[config.mk]
export PLATFORM = sky130hd
export DESIGN_NAME = bcm_modmul
export DESIGN_NICKNAME = d
export VERILOG_FILES = /design/src/bcm_pkg.sv /design/src/bcm_modmul.sv
export SDC_FILE = /design/constraint.sdc
export NUM_CORES = 2
export LEC_CHECK = 0
export BUFFER_PORTS_ARGS = -buffer_cell sky130_fd_sc_hd__buf_4
export CORE_UTILIZATION = 40
export CTS_BUF_LIST = sky130_fd_sc_hd__clkbuf_2
export DETAILED_ROUTE_END_ITERATION = 6
export GPL_TIMING_DRIVEN = 0
export SLEW_MARGIN = 20
export SYNTH_ARGS = -nofsm -noshare
export SYNTH_HDL_FRONTEND = slang
export SYNTH_SLANG_ARGS = --single-unit
[constraint.sdc]
create_clock -name clock -period 11.7 [get_ports clock]
set_input_delay 2.925 -clock clock [delete_from_list [all_inputs] [get_ports clock]]
set_output_delay 2.925 -clock clock [all_outputs]
set_load 0.03 [all_outputs]
[src/bcm_pkg.sv]
// Shared constants, types and multiplier latency for the binomial coefficient block.
package bcm_pkg;

   localparam int VAL_W = 30;
   localparam int ARG_W = 12;
   localparam logic [VAL_W-1:0] PRIME = 30'd998244353;
   // Barrett factor: floor(2^60 / p), fits in 31 bits.
   localparam logic [63:0] MU_WIDE = (64'd1 << 60) / 64'd998244353;
   localparam logic [30:0] MU = MU_WIDE[30:0];
   // Exponent for the Fermat inverse, p - 2.
   localparam logic [VAL_W-1:0] INV_EXP = 30'd998244351;
   localparam int MUL_LAT = 4;

   typedef struct packed {
      logic [VAL_W-1:0] a;
      logic [VAL_W-1:0] b;
   } mul_req_type;

   typedef struct packed {
      logic             fact_we;
      logic             invf_we;
      logic [VAL_W-1:0] data;
   } tbl_wr_type;

endpackage

[src/bcm_modmul.sv]
// Four-stage pipelined multiplier modulo p with Barrett reduction.
module bcm_modmul
   import bcm_pkg::*;
(
   input  logic             clock,
   input  logic             en,
   input  logic [VAL_W-1:0] a,
   input  logic [VAL_W-1:0] b,
   output logic [VAL_W-1:0] product
);

   logic [59:0]      prod_ff, prod_in;
   logic [31:0]      low_b_ff, low_b_in;
   logic [61:0]      t_ff, t_in;
   logic [31:0]      low_c_ff, low_c_in;
   logic [31:0]      qp_ff, qp_in;
   logic [VAL_W-1:0] res_ff, res_in;
   logic [60:0]      qp_full;
   logic [31:0]      r;
   logic [31:0]      p32;

   assign p32 = {2'b00, PRIME};

   always_comb begin
      prod_in  = 60'(a) * 60'(b);
      t_in     = 62'(prod_ff[59:29]) * 62'(MU);
      low_b_in = prod_ff[31:0];
      qp_full  = 61'(t_ff[61:31]) * 61'(PRIME);
      qp_in    = qp_full[31:0];
      low_c_in = low_b_ff;
      // The estimate leaves a remainder below three times p.
      r = low_c_ff - qp_ff;
      if (r >= (p32 << 1)) begin
         res_in = VAL_W'(r - (p32 << 1));
      end else if (r >= p32) begin
         res_in = VAL_W'(r - p32);
      end else begin
         res_in = VAL_W'(r);
      end
   end

   always_ff @(posedge clock) begin
      if (en) begin
         prod_ff  <= prod_in;
         t_ff     <= t_in;
         low_b_ff <= low_b_in;
         qp_ff    <= qp_in;
         low_c_ff <= low_c_in;
         res_ff   <= res_in;
      end
   end

   assign product = res_ff;

endmodule

==> impl_metrics.toml <==
[run_status]
outcome = "complete, but fails checks"
violations = "DRC"

[worst_setup_path]
worstSetupPathDepth = 28
r2r_cells = 27
crit_path_start_kind = "input port"
rrSetupSlack_ps = 2870
slowest_delay_ps = 800
crit_top_cell = "fa_1"
cp_slowest_cell = "clkbuf_1"
endpoint_kind = "flop"
cp_max_fo = 10
path_class = "in -> reg"
r2r_end = "t_ff[61]"
startpoint = "a[0]"
crit_required_ps = 12360
r2r_start = "prod_ff[42]"
setup.worst_path.end = "prod_ff[58]"
arrival_ps = 11580
cp_top_family = "adder cells"
worst-path-buf-inv = 6

[synth]
synth_compound_area_frac = 0.0560
async_flop_share = 0
syn_avg_cell_area_um2 = 9.93
ys_warn_count = 0
synth-simple-area-share = 0.123
synth_adder_area_share = 0.566
syn-cell-area_mm2 = 0.0529
muxShareOfSynthArea = 0.000828
ys_seq_elements = 217
synth_top_flop_cell = "edfxtp_1"
syn_nets = 7152
synthCells = 5327
yosysUniqueCellTypes = 83
yosysSeqAreaShare = 0.123
synth_edf_count = 217
synth_top_family_by_area = "adder cells"
synth_xor_xnor_area_share = 0.0242

[sta]
fmax_ghz = 0.0916
period_minus_slack_ps = 10910
finalSetupTns_ps = 0
finalClockSkew_ps = 116
tightest_slew_ps = 1180
fin_crit_sh = 0.933
rsz0062_at_grt = "no"
hold_viol_final = 0
drv_slew = 0
relSlewSlack = 0.213
setup_viol = 0
fin_ws_ps = 786

[routing]
viasPerCell = 5.11
wl_per_cell_um = 21.1
drtIter0Drc = 2598
routed_wirelength_mm = 152
ant_nets = 0
firstDrtPassIters = 7
vias = 36822
drc = 9

[place]
portBuffers = 31
place_congestion = 0.939
dp.cells = 7115
dpl.hpwl_mm = 126
pre_cts_slack_ps = -139

[worst_hold_path]
worstHoldPathCells = 0
min_path_type = "reg -> reg"
hp-start = "low_b_ff[31]"

[grt]
grt_pass1_wl_mm = 232
grt_max_degree = 107
grtUsageTotal = 0.234
antenna_found_initial = 8
overflow = 0
grt_pass1_vias = 38808

[cells_and_area]
drive_above_1_share = 0.0277
fin_nets = 7238
final_common_cell = "inv_1"
n_fill_cell = 12861
multi_input_comb_area_mm2 = 0.0407
area_growth_syn_to_layout_pct = 5.70
final_cells = 7212
seq_area_mm2 = 0.00652
mostFrequentLayoutCells = "inv_1 (1288), fa_1 (1048), ha_1 (715)"

[clock_tree]
cts-root-buf = "clkbuf_2"
cts_setup_buffers = 0
clkLatencyLatePin_ps = 920
clockBufferDepth = 3
cts_max_level = 2
cts_resized = 0
ctsHoldBuffers = 0
numCtsBuffers = 51
clock-sinks = 217
clk_pin_slew_ps = 100
cts_tree = "built"

[die]
initial_core_util = 0.403
fp.dieH_um = 366
core-area_mm2 = 0.131
dieArea_mm2 = 0.134
top_level_ports = 92
placementRows = 133
die_x_um = 366

[job]
drv_cap = 0
==> worst reg2reg max path, stage by stage, from the launching register on <==
cell,delay [ps]
edfxtp_1,840
fa_1,550
ha_1,290
inv_1,60
fa_1,490
inv_1,50
fa_1,540
inv_1,50
fa_1,470
inv_1,50
fa_1,460
fa_1,500
inv_1,50
fa_1,490
inv_1,40
ha_1,290
o21ai_0,170
a21oi_1,80
o21ai_0,320
a2111oi_0,220
o211ai_1,120
a2bb2oi_1,530
o31ai_1,270
a311o_1,490
a211oi_1,580
o211ai_1,230
a31oi_1,230
xnor2_1,80
==> layout make-up <==
cell class	instances	share of cell area
clock buffer	73	0.00654
sequential	217	0.117
inverter	1288	0.0865
buffer	210	0.0145
timing repair buffer	33	0.00528
tap	1755	0.0393
antenna	6	0.000269
multi-input combinational	3612	0.729
clock inverter	18	0.00253
==> sequential cells by signal, summed over array words and instances, names as in the netlist <==
name / flops
product: 30
t_ff: 31
low_c_ff: 32
prod_ff: 60
qp_ff: 32
low_b_ff: 32
==> cells by family (layout without fill, tap and decap cells) <==
group | count (synthesis) | after routing
mux | 4 | 4
buf+inv | 1498 | 1622
fa+ha+maj | 1763 | 1763
other cells | 0 | 6
xor+xnor | 146 | 146
simple gates | 1254 | 1254
flops | 217 | 217
compound gates | 445 | 445
==> metal layers <==
metal / up-vias / wire (um) / global-route usage
met5: - / 13 / 0
met4: 2 / 5600 / 0.0770
met3: 257 / 13900 / 0.0551
met2: 1422 / 67700 / 0.368
met1: 18607 / 64800 / 0.316
li1: 16534 / - / -
==> cell usage after synthesis (21+ instances only) <==
master       n  share of area
nand2_1    456          0.032
nand4_1     21         0.0025
inv_1     1288          0.091
xnor2_1    100          0.017
xor2_1      46         0.0076
ha_1       715           0.17
nor3_1      33         0.0031
fa_1      1048           0.40
a31oi_1     22         0.0026
and2_1     528          0.062
nor2_1      88         0.0062
a21oi_1    113          0.011
edfxtp_1   217           0.12
clkbuf_1   203          0.014
o21ai_0     74         0.0070
a21o_1      89          0.013
nand3_1     36         0.0034
==> metrics by stage <==
step	hold WS, ps	area (um2)	util
global route	328	55900	0.426
floorplan	400	52900	-
global placement	404	55300	0.421
CTS	328	55900	0.426
finish	348	55900	0.426
detailed placement	405	55400	0.422
==> worst min path at each step <==
stage / endpoint
after floorplan: low_b_ff[0]
after global placement: low_b_ff[26]
after detailed placement: low_b_ff[13]
after CTS: low_c_ff[31]
after global routing: low_c_ff[31]
final: low_c_ff[31]
Power is left out: the tool's default activity adds up to more than one toggle a clock period on the data nets, which glitch-free logic cannot reach.
