==> config.mk <==
export PLATFORM = sky130hd
export DESIGN_NAME = bcm_init
export DESIGN_NICKNAME = d
export VERILOG_FILES = /design/src/bcm_pkg.sv /design/src/bcm_init.sv
export SDC_FILE = /design/constraint.sdc
export NUM_CORES = 1
export LEC_CHECK = 0
export BUFFER_PORTS_ARGS = -buffer_cell sky130_fd_sc_hd__buf_2
export CAP_MARGIN = 20
export CORE_MARGIN = 4
export CORE_UTILIZATION = 25
export DETAILED_ROUTE_END_ITERATION = 10
export PLACE_DENSITY = 0.5
export SLEW_MARGIN = 20
export SYNTH_ARGS = -nofsm -noshare
export SYNTH_HDL_FRONTEND = slang
export SYNTH_SLANG_ARGS = --single-unit
==> constraint.sdc <==
create_clock -name clock -period 9 [get_ports clock]
set_clock_uncertainty 0.05 [all_clocks]
set_input_delay 0.9 -clock clock [delete_from_list [all_inputs] [get_ports clock]]
set_output_delay 0.9 -clock clock [all_outputs]
set_load 0.01 [all_outputs]
==> src/bcm_pkg.sv <==
// Shared constants, types and multiplier latency for the binomial coefficient block.
package bcm_pkg;

   localparam int VAL_W = 30;
   localparam int ARG_W = 12;
   localparam logic [VAL_W-1:0] PRIME = 30'd998244353;
   // Barrett factor: floor(2^60 / p), fits in 31 bits.
   localparam logic [63:0] MU_WIDE = (64'd1 << 60) / 64'd998244353;
   localparam logic [30:0] MU = MU_WIDE[30:0];
   // Exponent for the Fermat inverse, p - 2.
   localparam logic [VAL_W-1:0] INV_EXP = 30'd998244351;
   localparam int MUL_LAT = 4;

   typedef struct packed {
      logic [VAL_W-1:0] a;
      logic [VAL_W-1:0] b;
   } mul_req_type;

   typedef struct packed {
      logic             fact_we;
      logic             invf_we;
      logic [VAL_W-1:0] data;
   } tbl_wr_type;

endpackage

==> src/bcm_init.sv <==
// Table fill sequencer: factorials, one Fermat inverse, then inverse factorials downward.
module bcm_init
   import bcm_pkg::*;
#(
   parameter int TABLE_SIZE = 4096
) (
   input  logic                          clock,
   input  logic                          reset,
   input  logic [VAL_W-1:0]              mul_result,
   output mul_req_type                   mul_req,
   output tbl_wr_type                    tbl_wr,
   output logic [$clog2(TABLE_SIZE)-1:0] wr_addr,
   output logic                          done
);

   localparam int AW = $clog2(TABLE_SIZE);
   localparam logic [AW-1:0] LAST = AW'(TABLE_SIZE - 1);

   localparam logic [3:0] ST_START   = 4'd0;
   localparam logic [3:0] ST_FACT    = 4'd1;
   localparam logic [3:0] ST_FACT_W  = 4'd2;
   localparam logic [3:0] ST_SQ      = 4'd3;
   localparam logic [3:0] ST_SQ_W    = 4'd4;
   localparam logic [3:0] ST_MB      = 4'd5;
   localparam logic [3:0] ST_MB_W    = 4'd6;
   localparam logic [3:0] ST_INVF    = 4'd7;
   localparam logic [3:0] ST_INVF_W  = 4'd8;
   localparam logic [3:0] ST_DONE    = 4'd9;

   logic [3:0]       state_ff, state_in;
   logic [AW-1:0]    idx_ff, idx_in;
   logic [VAL_W-1:0] acc_ff, acc_in;
   logic [VAL_W-1:0] base_ff, base_in;
   logic [4:0]       bit_ff, bit_in;
   logic [2:0]       cnt_ff, cnt_in;
   logic             last_wait;

   assign last_wait = (cnt_ff == 3'd1);

   always_comb begin
      state_in   = state_ff;
      idx_in     = idx_ff;
      acc_in     = acc_ff;
      base_in    = base_ff;
      bit_in     = bit_ff;
      cnt_in     = (cnt_ff != 3'd0) ? cnt_ff - 3'd1 : cnt_ff;
      mul_req.a  = acc_ff;
      mul_req.b  = acc_ff;
      tbl_wr     = '0;
      wr_addr    = idx_ff;

      case (state_ff)
         ST_START: begin
            tbl_wr.fact_we = 1'b1;
            tbl_wr.data    = VAL_W'(1);
            wr_addr        = '0;
            acc_in         = VAL_W'(1);
            idx_in         = AW'(1);
            state_in       = ST_FACT;
         end
         ST_FACT: begin
            mul_req.b = VAL_W'(idx_ff);
            cnt_in    = 3'(MUL_LAT);
            state_in  = ST_FACT_W;
         end
         ST_FACT_W: begin
            if (last_wait) begin
               tbl_wr.fact_we = 1'b1;
               tbl_wr.data    = mul_result;
               if (idx_ff == LAST) begin
                  base_in  = mul_result;
                  acc_in   = VAL_W'(1);
                  bit_in   = 5'(VAL_W - 1);
                  state_in = ST_SQ;
               end else begin
                  acc_in   = mul_result;
                  idx_in   = idx_ff + AW'(1);
                  state_in = ST_FACT;
               end
            end
         end
         ST_SQ, ST_MB: begin
            if (state_ff == ST_MB) begin
               mul_req.b = base_ff;
               state_in  = ST_MB_W;
            end else begin
               state_in  = ST_SQ_W;
            end
            cnt_in = 3'(MUL_LAT);
         end
         ST_SQ_W, ST_MB_W: begin
            if (last_wait) begin
               acc_in = mul_result;
               if (state_ff == ST_SQ_W && INV_EXP[bit_ff]) begin
                  state_in = ST_MB;
               end else if (bit_ff == 5'd0) begin
                  // Inverse of the largest factorial is ready.
                  tbl_wr.invf_we = 1'b1;
                  tbl_wr.data    = mul_result;
                  wr_addr        = LAST;
                  idx_in         = LAST;
                  state_in       = ST_INVF;
               end else begin
                  bit_in   = bit_ff - 5'd1;
                  state_in = ST_SQ;
               end
            end
         end
         ST_INVF: begin
            mul_req.b = VAL_W'(idx_ff);
            cnt_in    = 3'(MUL_LAT);
            state_in  = ST_INVF_W;
         end
         ST_INVF_W: begin
            if (last_wait) begin
               tbl_wr.invf_we = 1'b1;
               tbl_wr.data    = mul_result;
               wr_addr        = idx_ff - AW'(1);
               acc_in         = mul_result;
               idx_in         = idx_ff - AW'(1);
               state_in       = (idx_ff == AW'(1)) ? ST_DONE : ST_INVF;
            end
         end
         ST_DONE: begin
            state_in = ST_DONE;
         end
         default: begin
            state_in = ST_START;
         end
      endcase
   end

   always_ff @(posedge clock) begin
      if (reset) begin
         state_ff <= ST_START;
         cnt_ff   <= '0;
      end else begin
         state_ff <= state_in;
         cnt_ff   <= cnt_in;
      end
      idx_ff  <= idx_in;
      acc_ff  <= acc_in;
      base_ff <= base_in;
      bit_ff  <= bit_in;
   end

   assign done = (state_ff == ST_DONE);

endmodule

==> impl_metrics.toml, run 1 <==
[run_status]
outcome = "finished, final reports clean"

[global_route]
track_usage_pct = 14.2
grt_overflow = 0
grt_antenna_before_repair = 0
grt_pass1_vias = 4424
grt_pass1_wl_um = 24600
grt_start_max_net_pins = 32

[floorplan]
fp.dieArea_um2 = 22000
die-width_um = 148
core_um2 = 19500
die_h_um = 148
start_util_pct = 25.3
ios = 137
core.rowCount = 51

[synth]
yosys.area.top_type = "edfxtp_1"
synth_top_family_by_area = "simple AND/OR/NAND/NOR gates"
synth_ff_type = "edfxtp_1"
ys_warn_count = 0
synthTopCellsByArea = "edfxtp_1 (47%), and2_1 (7.9%), a21oi_1 (5.0%)"
yosysSeqAreaShare_pct = 50.1
synth-edff-count = 77
synth_most_common_cell = "edfxtp_1"
synthXorXnorAreaFrac_pct = 1.95
synth_area_um2 = 4930
synth_seq_cells = 85
yosys.area_share.simple_pct = 23.4
syn_nets = 551
ys_types = 57
syn_inst = 511
async_flop_share_pct = 0
synth_commonest_cells = "edfxtp_1 (77), and2_1 (62), nor2_1 (51)"
synth_fa_ha_area_share_pct = 2.03
avgSynthCellArea_um2 = 9.65
synth-compound-area-share_pct = 17.1
yosysTopAreaCellShare_pct = 46.9
synthMuxAreaShare_pct = 0.406

[cts]
clk_latency_ps = 340
cts_buffers = 9
cts_root_buffer = "clkbuf_16"
ctsResizeCount = 0
cts_tree = "yes"
ctsLongestPathBuffers = 2
numClockSinks = 85
ctsHoldBuffers = 0
cts_htree_levels = 3
cts_setup_buffers = 0
clk_pin_slew_ps = 70

[routing]
vias = 4451
drt_wl_total_um = 15800
dr.pass1.iters = 6
vias_per_cell = 4.98
wl_per_cell_um = 17.7
drc = 0
drt_iter0_drc = 345
drtAntennaViolNets = 0

[hold_path]
hold_start = "cnt_ff[1]"
holdCritPathClass = "flop to flop"

[setup_path]
critPathArrivalTime_ps = 3050
critical_path_class = "flop to primary output"
startpoint_type = "flop"
critPathMaxFanout = 30
crit_start = "state_ff[1]"
worstReg2RegStart = "idx_ff[0]"
cp.required_ps = 8050
cp-end-kind = "primary output"

[flow_run]
max_cap_viol_count = 0

[placed_design]
post-dp-hpwl_um = 11000
place_area_um2 = 5820
port_buffers = 136
gp_congestion = 0.821

[timing]
maxSlewHeadroom_pct = 40.5
drv_slew = 0
fmax_ghz = 0.250
tns_ps = 0
timing.final.hold_violations = 0
layout_min_cycle_time_ps = 4000
fin_crit_sh_pct = 44.5
rsz0062_at_grt = "false"
worst_pin_slew_ps = 892
setup_viol_count_final = 0

[final_layout]
fin_nets = 664
syn_to_final_growth_pct = 24.6
antenna-diode-count = 0
final_layout_size_suffix_gt1_share_pct = 27.2
finish.instance_area_um2 = 6150

[power_and_ir_drop]
irDropWorstVdd_v = 0.000123
power_density_nw_per_um2 = 373
power_leakage_nw = 2.53
## cell families (layout without fill, tap and decap cells)
family | Yosys count | count (layout)
and+or+nand+nor | 209 | 209
AOI/OAI and AO/OA | 144 | 144
DFF | 85 | 85
buffers and inverters | 52 | 170
xor gates and xnor gates | 11 | 11
adders and majority gates | 8 | 8
muxes | 2 | 2
## cell type report
class	count	area [um^2]
clock buffer	9	225
clock inverter	7	73.8
fill	2057	13300
inverter	10	37.5
multi-input combinational	374	2250
sequential	85	2470
tap	265	332
timing repair buffer	144	761
## placed cells by master (no fill, tap or decap), types with 4 or more instances in the layout
master     count
buf_2        136
edfxtp_1      77
and2_1        62
nor2_1        51
a21oi_1       48
o21ai_0       44
nand2_1       34
o22ai_1       15
inv_1         10
nand2b_1       9
clkbuf_16      9
nand3_1        8
ha_1           8
dfxtp_1        8
nor3_1         7
o211ai_1       7
xnor2_1        7
buf_4          7
and3_1         6
a31oi_1        5
nand4_1        4
## state kept, by name (all words and copies together) (netlist names), named ones only
register	flops
cnt_ff	3
acc_ff	30
state_ff	4
base_ff	30
bit_ff	5
idx_ff	12
## per-layer routing
metal  part of all wire, %  vias to the layer above  global-route usage, %
li1                      -                     2080                      -
met1                    44                     2140                   18.9
met2                    46                      213                   22.6
met3                   8.1                       18                   3.84
met4                   1.8                        0                   4.57
met5                     0                        -                      0
## critical path: stages, from the launching register on
cell and delay, ps:
dfxtp_1 720, nand2b_1 200, nor3_2 520, o31a_1 820, a22o_1 300, buf_2 160
## per-stage QoR
| stage | total power, W | setup slack [ps] | utilization, % | hold WS [ps] | std cells |
|---|---|---|---|---|---|
| after floorplan | 0.00143 | 5380 | - | 426 | 511 |
| after global placement | 0.00189 | 5390 | 29.8 | 441 | 876 |
| after detailed placement | 0.00191 | 5380 | 29.9 | 456 | 877 |
| after CTS | 0.00230 | 4990 | 31.4 | 466 | 893 |
| after global routing | 0.00246 | 4680 | 31.6 | 504 | 894 |
| final | 0.00229 | 5000 | 31.6 | 458 | 894 |
## report_power, final
group / switching (W) / internal, W / leakage, nW / total (W)
Sequential: 0.000160 / 0.000606 / 0.811 / 0.000767
Combinational: 0.000710 / 0.000435 / 1.58 / 0.00114
Clock: 0.000164 / 0.000216 / 0.141 / 0.000380
## path summary, 6_finish.rpt
kind,slack (ps),cells after the start,end
setup / recovery,5000,5,tbl_wr[0]
hold / removal,460,2,cnt_ff[1]
setup reg to reg,6210,6,acc_ff[19]
hold reg to reg,460,2,cnt_ff[1]
Power figures use the tool's default switching activity.
==> run 2: changes to the inputs <==
--- a/config.mk
+++ b/config.mk
@@ -10,7 +10,7 @@
 export CORE_MARGIN = 4
 export CORE_UTILIZATION = 25
 export DETAILED_ROUTE_END_ITERATION = 10
-export PLACE_DENSITY = 0.5
+export PLACE_DENSITY = 0.52
 export SLEW_MARGIN = 20
 export SYNTH_ARGS = -nofsm -noshare
 export SYNTH_HDL_FRONTEND = slang
==> constraint.sdc (replaced) <==
create_clock -name clock -period 3.3 [get_ports clock]
set_clock_uncertainty 0.05 [all_clocks]
set_input_delay 0.33 -clock clock [delete_from_list [all_inputs] [get_ports clock]]
set_output_delay 0.33 -clock clock [all_outputs]
set_load 0.01 [all_outputs]
==> run 2 against run 1 <==
Against the previous run:
- worst hold slack worse by 330 ps
- utilization up 0.42 points
- sequential power rose to 2.7 times the previous value
- critical path depth up 4
- die area unchanged
- register-to-register slack worse by 5400 ps
- non-clock buffer count up 10
- count of clock-buffer cells in the layout up 1
- clock power rose to 2.8 times the previous value
- power rose to 2.8 times the previous value
- first-iteration DRC count down 13%
- critical endpoint is now tbl_wr[17]
==> impl_metrics.toml, run 2 (same netlist as run 1, synthesis figures left out) <==
[routing]
wl_met2_um = 6970
drt_wl_total_um = 15800
drc = 0
wl_per_cell_um = 17.4
drt_iter0_drc = 299
vias = 4362
dr.pass1.iters = 5
dr.max_layer_used = "met4"
dr_wl_met3_um = 1460
drtAntennaViolNets = 0
vias_per_cell = 4.83
met1Wirelength_um = 7100

[timing]
drv_slew = 0
worst_pin_slew_ps = 659
fmax_ghz = 0.340
timing.final.hold_violations = 0
tns_ps = 0
layout_min_cycle_time_ps = 2940
fin_crit_sh_pct = 89.2
fin_hold_ws_ps = 123
rsz0062_at_grt = "false"
setup_viol_count_final = 0
maxSlewHeadroom_pct = 56.0

[power_and_ir_drop]
switching_share_pct = 44.9
clkPwrFrac_pct = 16.6
p_seq_share_pct = 32.5
p_int_w = 0.00349
power_leakage_nw = 2.59
power_density_nw_per_um2 = 1020
p_sw_w = 0.00285
irDropWorstVdd_v = 0.000336
comb_power_share_pct = 50.8

[floorplan]
core_um2 = 19500
core.rowCount = 51
fp.dieArea_um2 = 22000
die-width_um = 148
start_util_pct = 25.3
ios = 137
die_h_um = 148

[setup_path]
cp.required_ps = 2920
cpPeakStageDelay_ps = 500
startpoint_type = "flop"
critPathArrivalTime_ps = 2560
crit_start = "bit_ff[0]"
cp-end-kind = "primary output"
r2r_end = "base_ff[14]"
reg2reg_depth = 4
worstReg2RegStart = "state_ff[1]"
critical_path_class = "flop to primary output"
rrSetupSlack_ps = 770
critPathMaxFanout = 29
slowest_stage = "edfxtp_1"
crit_chain = "inv_1 > ha_1 > nor4b_2 > nand2_1 > a31oi_1 > o31a_1 > buf_4 > and2_1 > buf_2"

[final_layout]
antenna-diode-count = 0
syn_to_final_growth_pct = 26.2
fillers = 2047
biggestRegsByFlops = "acc_ff: 30 flops, base_ff: 30 flops, idx_ff: 12 flops"
fin_nets = 674
final_common_cell = "buf_2"
final_cell_mix = "buf_2 (136), edfxtp_1 (77), and2_1 (62)"
final_layout_size_suffix_gt1_share_pct = 28.0
final_util_pct = 32.0

[placed_design]
gp_congestion = 0.827
post-dp-hpwl_um = 11200
port_buffers = 136

[cts]
clk_latency_ps = 350
ctsHoldBuffers = 0
numClockSinks = 85
cts_tree = "yes"
cts_buffers = 9
clk_pin_slew_ps = 70
cts_htree_levels = 3
cts_root_buffer = "clkbuf_16"
ctsResizeCount = 0
cts_setup_buffers = 0
ctsLongestPathBuffers = 2

[run_status]
outcome = "finished, final reports clean"

[global_route]
track_usage_pct = 14.4
grt_pass1_vias = 4281
grt_start_max_net_pins = 31
grt_overflow = 0
grt_antenna_before_repair = 0
grt_pass1_wl_um = 24600

[flow_run]
max_cap_viol_count = 0

[hold_path]
whs_endpoint = "base_ff[21]"
min_path_cells = 1
holdCritPathClass = "primary input to flop"
hold_start = "mul_result[21]"
==> run 2: power groups by stage <==
stage	Clock, W	Sequential, W	Combinational, W
2_1_floorplan	0	0.00194	0.00197
3_3_place_gp	0	0.00208	0.00328
3_5_place_dp	0	0.00208	0.00327
4_1_cts	0.00108	0.00206	0.00328
5_1_grt	0.00112	0.00212	0.00357
6_report	0.00105	0.00206	0.00322
==> run 2: cell type report <==
type                            instances  area [um^2]  share of cell area, %
Clock buffer                           10          229                   3.68
Clock inverter                          6         70.1                   1.12
Inverter                               10         37.5                  0.603
Multi-Input combinational cell        374         2250                   36.1
Sequential cell                        85         2470                   39.7
Tap cell                              265          332                   5.32
Timing Repair Buffer                  154          841                   13.5
==> run 2: worst max path at each step <==
stage	endpoint	slack, ps
2_1_floorplan	acc_ff[0]	340
3_3_place_gp	tbl_wr[21]	750
3_5_place_dp	tbl_wr[17]	740
4_1_cts	tbl_wr[17]	350
5_1_grt	tbl_wr[22]	110
6_report	tbl_wr[17]	360
==> run 2: worst max-delay path, delay by kind of cell, from the launching register on <==
family | cells | cell delay [ps]
simple gates | 3 | 710
fa+ha+maj | 1 | 140
compound gates | 2 | 350
buf+inv | 3 | 500
flops | 1 | 500
==> run 2: stage by stage <==
step	power, W	std cells	cell area, um^2	worst slack [ps]
final	0.00634	904	6230	357
after detailed placement	0.00534	888	5930	743
after global placement	0.00535	888	5930	747
after CTS	0.00642	904	6230	348
after floorplan	0.00391	511	4940	338
after global routing	0.00680	904	6230	115
==> run 2: layer usage <==
metal / track usage [%] / up-vias
met4: 4.20 / 0
met2: 21.5 / 189
met3: 4.63 / 16
met1: 20.0 / 2065
met5: 0 / -
li1: - / 2092
==> run 3: changes to the inputs <==
--- a/config.mk
+++ b/config.mk
@@ -7,7 +7,7 @@
 export LEC_CHECK = 0
 export BUFFER_PORTS_ARGS = -buffer_cell sky130_fd_sc_hd__buf_2
 export CAP_MARGIN = 20
-export CORE_MARGIN = 4
+export CORE_MARGIN = 2
 export CORE_UTILIZATION = 25
 export DETAILED_ROUTE_END_ITERATION = 10
 export PLACE_DENSITY = 0.52
==> run 3 against run 2 <==
Against the previous run:
- sequential share of layout area grew 0.22 points
- sequential cell count is the same
- via count shrank 0.28%
- setup slack lost 38 ps
- sequential power is essentially flat
- count of clock-buffer cells in the layout shrank 1
- worst hold slack lost 9.8 ps
==> impl_metrics.toml, run 3 (same netlist as run 1, synthesis figures left out) <==
[cts]
cts_buffers = 9
ctsResizeCount = 0
ctsLongestPathBuffers = 2
cts_root_buffer = "clkbuf_16"
clk_pin_slew_ps = 70
cts_setup_buffers = 0
numClockSinks = 85
cts_tree = "yes"
ctsHoldBuffers = 0
clk_latency_ps = 350
cts_htree_levels = 3

[final_layout]
multiInputGateArea_um2 = 2250
final_common_cell = "buf_2"
fillers = 2054
antenna-diode-count = 0
final_layout_size_suffix_gt1_share_pct = 28.3
seqCellArea_um2 = 2470
fin_nets = 675
syn_to_final_growth_pct = 25.5
final_cell_mix = "buf_2 (136), edfxtp_1 (77), and2_1 (62)"
biggestRegsByFlops = "acc_ff: 30 flops, base_ff: 30 flops, idx_ff: 12 flops"
final_cells = 905
finish.instance_area_um2 = 6190

[power_and_ir_drop]
comb_power_share_pct = 51.1
power_leakage_nw = 2.59
finalPower_w = 0.00624
irDropWorstVdd_v = 0.000382
power_density_nw_per_um2 = 1010
switching_share_pct = 45.9
clkPwrFrac_pct = 15.9
p_int_w = 0.00338
p_seq_share_pct = 33.0
p_sw_w = 0.00287

[hold_path]
hold_start = "mul_result[15]"
holdCritPathClass = "primary input to flop"

[timing]
fin_crit_sh_pct = 90.3
worst_pin_slew_ps = 729
fin_hold_ws_ps = 114
layout_min_cycle_time_ps = 2980
drv_slew = 0
maxSlewHeadroom_pct = 51.3
setup_viol_count_final = 0
timing.final.hold_violations = 0
rsz0062_at_grt = "false"
tns_ps = 0
fmax_ghz = 0.335

[floorplan]
fp.dieArea_um2 = 20900
ios = 137
core_um2 = 19400
die_h_um = 144
core.rowCount = 51
start_util_pct = 25.4
die-width_um = 144

[routing]
drt_iter0_drc = 391
vias = 4350
drt_wl_total_um = 15900
drc = 0
drtAntennaViolNets = 0
vias_per_cell = 4.81
dr.pass1.iters = 5
wl_per_cell_um = 17.5

[setup_path]
critPathMaxFanout = 29
critical_path_class = "flop to primary output"
critPathArrivalTime_ps = 2600
worstReg2RegStart = "cnt_ff[1]"
startpoint_type = "flop"
cp-end-kind = "primary output"
cp.required_ps = 2920
crit_start = "bit_ff[0]"

[run_status]
outcome = "finished, final reports clean"

[flow_run]
max_cap_viol_count = 0

[placed_design]
port_buffers = 136
dp.cells = 889
post-dp-hpwl_um = 10900
place_area_um2 = 5910
gp_congestion = 0.834

[global_route]
track_usage_pct = 15.6
grt_pass1_vias = 4225
grt_pass1_wl_um = 24400
grt_antenna_before_repair = 0
grt_overflow = 0
grt_start_max_net_pins = 31
==> run 3: power by group through the flow <==
| stage | logic, W | clock network, W | registers [W] |
|---|---|---|---|
| after global placement | 0.00323 | 0 | 0.00207 |
| after global routing | 0.00358 | 0.00106 | 0.00211 |
| after detailed placement | 0.00323 | 0 | 0.00208 |
| after floorplan | 0.00197 | 0 | 0.00194 |
| final | 0.00319 | 0.000995 | 0.00206 |
| after CTS | 0.00325 | 0.00103 | 0.00205 |
==> run 3: path summary, 6_finish.rpt <==
kind	slack (ps)	depth (start not counted)	to
max reg2reg	870	6	acc_ff[9]
max	320	9	tbl_wr[23]
min	110	1	base_ff[15]
min reg2reg	460	2	cnt_ff[1]
==> run 3: cell type report <==
type	count	share of cell area, %
clock buffers	9	3.64
clock inverters	7	0.909
inverters	10	0.606
multi-input cells	374	36.3
flip-flops and latches	85	39.9
well taps	265	5.35
repair buffers	155	13.3
==> run 3: per-stage QoR <==
stage	worst slack (ps)	util [%]
floorplan	338	-
global placement	672	30.5
detailed placement	677	30.5
CTS	290	31.9
global route	93.7	31.9
finish	319	31.9
==> run 3: routing by layer <==
layer / track usage (%) / part of all wire (%) / vias up
met5: 0 / 0 / -
met4: 3.78 / 0.99 / 0
met3: 5.43 / 8.6 / 15
met2: 23.9 / 45 / 181
met1: 21.2 / 46 / 2058
li1: - / - / 2096
==> run 3: worst max-delay path, stage by stage (launching register included) <==
cell	delay (ps)
edfxtp_1	500
inv_1	130
ha_1	140
nor4b_2	400
nand2_1	160
a31oi_1	190
o31a_1	160
buf_4	270
and2_1	170
buf_2	120
